$ cat src/hw/rtl/pecc_pkg.sv
// shared constants and sequencer state type for the edge crossing check
package pecc_pkg;

  localparam int MAX_POINTS_DEF = 64;
  localparam int COORD_BITS_DEF = 16;

  typedef enum logic [3:0] {
    ST_IDLE,
    ST_START,
    ST_READ,
    ST_DIFF,
    ST_CROSS_D,
    ST_CROSS_T,
    ST_CROSS_U,
    ST_EVAL,
    ST_DONE
  } state_t;

endpackage

$ cat src/hw/rtl/pecc_xprod_unit.sv
// shared cross-product unit: registered a*b - c*e
module pecc_xprod_unit #(
  parameter int W = pecc_pkg::COORD_BITS_DEF + 1
) (
  input  logic                clk,
  input  logic signed [W-1:0] a,
  input  logic signed [W-1:0] b,
  input  logic signed [W-1:0] c,
  input  logic signed [W-1:0] e,
  output logic signed [2*W:0] r
);

  logic signed [2*W-1:0] p0;
  logic signed [2*W-1:0] p1;

  assign p0 = a * b;
  assign p1 = c * e;

  always_ff @(posedge clk) begin
    r <= {p0[2*W-1], p0} - {p1[2*W-1], p1};
  end

endmodule

$ cat config.mk
export PLATFORM = sky130hd
export DESIGN_NAME = pecc_xprod_unit
export DESIGN_NICKNAME = d
export VERILOG_FILES = /design/src/hw/rtl/pecc_pkg.sv /design/src/hw/rtl/pecc_xprod_unit.sv
export SDC_FILE = /design/constraint.sdc
export NUM_CORES = 2
export LEC_CHECK = 0
export BUFFER_PORTS_ARGS = -buffer_cell sky130_fd_sc_hd__buf_2
export CAP_MARGIN = 5
export CORE_ASPECT_RATIO = 1.75
export CORE_UTILIZATION = 40
export CTS_CLUSTER_DIAMETER = 60
export DETAILED_ROUTE_END_ITERATION = 16
export HOLD_SLACK_MARGIN = 0.06
export SYNTH_ARGS = -nofsm -noshare
export SYNTH_HDL_FRONTEND = slang
export SYNTH_SLANG_ARGS = --single-unit
$ cat constraint.sdc
create_clock -name clk -period 9.96 [get_ports clk]
set_clock_uncertainty 0.05 [all_clocks]
set_input_delay 0.996 -clock clk [delete_from_list [all_inputs] [get_ports clk]]
set_output_delay 0.996 -clock clk [all_outputs]
set_load 0.02 [all_outputs]
==> results.py <==
metrics = {
    "status": {
        "status": "finished clean",
    },
    "worst_setup_path": {
        "cp_common_cell": "fa_1",
        "cp-end-kind": "flip-flop",
        "crit_type": "in -> reg",
        "cp_slowest_stage_delay_ns": 1.03,
        "crit_chain": "buf_2, nand2_1, inv_1, fa_1, fa_1, inv_1, fa_1, inv_1, fa_1, inv_1, fa_1, fa_1, fa_1, inv_1, fa_1, inv_1, ha_1, nand2_1, o21ai_0, nand3_1, nand2_1, a31oi_4, o21ai_1, xnor2_1",
        "worst-path-buf-inv": 7,
        "crit_path_max_fanout": 17,
        "worst-endpoint-required_ns": 10.16,
        "crit_arrival_ns": 8.33,
        "critPathTopFamily": "adder cells",
        "cp_slowest_cell": "fa_1",
        "startpoint_type": "primary input",
    },
    "grt": {
        "grt_pass1_vias": 18639,
        "grt_pass1_wl_mm": 98.9,
        "antenna_found_initial": 1,
        "grt_max_degree": 19,
        "grt_use_met2_pct": 44.1,
        "top_usage_layer": "met2",
        "use_met1_pct": 20.9,
        "grt_overflow": 0,
        "track_usage_pct": 22.7,
        "grtUsageMet3_pct": 1.54,
    },
    "timing": {
        "hold_viol": 0,
        "tightestPinTransition_ns": 0.857,
        "fmax_ghz": 0.123,
        "setup-tns-final_ns": 0,
        "min_period_ns": 8.13,
        "slew_headroom_pct": 42.7,
        "setup_viol": 0,
        "rsz0062_at_grt": "false",
        "slew_viol_final": 0,
        "fin_crit_sh_pct": 81.6,
    },
    "synth": {
        "synthFlopType": "dfxtp_1",
        "yosysMostFrequentCell": "inv_1",
        "syn_area_per_cell_sq_um": 9.60,
        "ys_seq_elements": 35,
        "synth_edf_count": 0,
        "synth_top_area_share_pct": 56.8,
        "synth_common_cells": "inv_1 (689), fa_1 (659), and2_1 (301)",
        "synthTopCellsByArea": "fa_1 (57%), inv_1 (11%), ha_1 (8.1%), and2_1 (8.1%), nand2_1 (4.3%)",
        "netlist_area_sq_mm": 0.0232,
        "syn_inst": 2420,
        "synth_fp_nets": 3299,
        "yosysTopAreaCell": "fa_1",
        "ys_types": 53,
        "synthArstFlopShare_pct": 0,
        "yosys.area_share.adder_pct": 64.9,
        "synth_compound_gate_area_share_pct": 3.23,
        "yosys.area_share.simple_pct": 14.3,
        "synth-xor-area-share_pct": 2.00,
        "synthMuxAreaShare_pct": 0,
        "synth_top_family_by_area": "adder cells",
        "seq_area_frac_synth_pct": 3.02,
        "yosysWarnings": 0,
    },
    "cells_and_area": {
        "n_antenna_cell": 0,
        "nets": 3330,
        "areaGrowthSynthToFinish_pct": 5.74,
        "reg_top3": "r (35)",
        "drive_gt1_share_pct": 5.46,
        "largest-register": "r",
        "largest_reg_flops": 35,
        "nFillCells": 5657,
    },
    "cts": {
        "cts_root_buffer": "clkbuf_16",
        "htree_levels": 2,
        "clockBufferDepth": 2,
        "cts_setup_buffers": 0,
        "cts.reportedPaths.clkPinSlew_ns": 0.08,
        "cts_tree": "built",
        "cts.sinks": 35,
        "postCtsResizedCells": 0,
        "cts_hold_buf": 0,
        "numCtsBuffers": 5,
    },
    "drt": {
        "wl_per_cell_um": 19.5,
        "drt_first_iter_violations": 824,
        "drc": 0,
        "wl_mm": 62.8,
        "dr.pass1.iters": 7,
        "vias_per_cell": 5.00,
        "vias": 16104,
        "ant_nets": 0,
    },
    "placed_design": {
        "io_buffer_count": 103,
        "post-dp-hpwl_mm": 55.2,
        "gp_congestion": 0.923,
    },
    "floorplanning": {
        "dieArea_sq_mm": 0.0591,
        "fp.dieW_um": 184,
        "core_area_sq_mm": 0.0573,
        "pin_count": 104,
        "num_rows": 116,
        "die_y_um": 321,
        "start_util_pct": 40.5,
    },
    "flow_run": {
        "max_cap_violations": 0,
    },
    "worst_hold_path": {
        "hp-class": "in -> reg",
    },
}
## through the flow
step	instance area [sq um]	cells	worst slack, ns	util, %	hold WS [ns]
after global routing	24600	3219	1.49	42.9	1.36
after global placement	24400	3211	1.72	42.5	1.36
after CTS	24600	3219	1.87	42.9	1.31
final	24600	3219	1.83	42.9	1.31
after floorplan	23200	2420	2.43	-	1.20
after detailed placement	24400	3211	1.55	42.5	1.36
## cell families (layout without fill, tap and decap cells)
kind of cell,after synthesis,in the layout
simple gates,647,647
flops,35,35
buf+inv,769,801
compound gates,106,106
xor+xnor,53,53
fa+ha+maj,810,810
## cell type report
cell class                      instances  area (sq um)  area share, %
Sequential cell                        35           701           2.85
Multi-Input combinational cell       1616         19600           79.9
Timing Repair Buffer                  104           523           2.13
Clock buffer                            5           125          0.509
Inverter                              689          2590           10.5
Tap cell                              767           960           3.91
Clock inverter                          3          47.5          0.194
## worst min-delay path: stages
cell and delay (ns):
buf_2 0.29, nand2_1 0.17, inv_1 0.09, ha_1 0.11
## cells in the final DEF (no fill, tap or decap), types with 2 or more instances in the layout
cell,count
o21ai_1,4
nor2_1,29
and2_1,301
nand4_1,5
a21o_1,8
xor2_1,12
nor3_1,3
o21a_1,3
o21bai_1,6
buf_2,103
dfxtp_1,35
inv_1,689
a21oi_1,37
ha_1,151
a21oi_4,3
xnor2_1,41
a31oi_1,4
o21ai_2,3
nor2b_1,17
nand2b_1,7
nand3_1,10
fa_1,659
o31ai_1,2
o21ai_0,18
a21oi_2,4
o211ai_1,2
nand2_1,264
clkbuf_16,5
## metal layers
metal,vias up,part of all wire [%]
li1,6880,-
met1,8540,29
met2,472,58
met3,212,3.0
met4,0,10
met5,-,0
## final timing paths
path | to | cells after the start | slack, ns | start
min | r[0] | 4 | 1.31 | e[0]
max | r[34] | 24 | 1.83 | e[0]
Power is not shown: default switching activity piles up to over one toggle a cycle in this logic, so the estimate is an artifact.
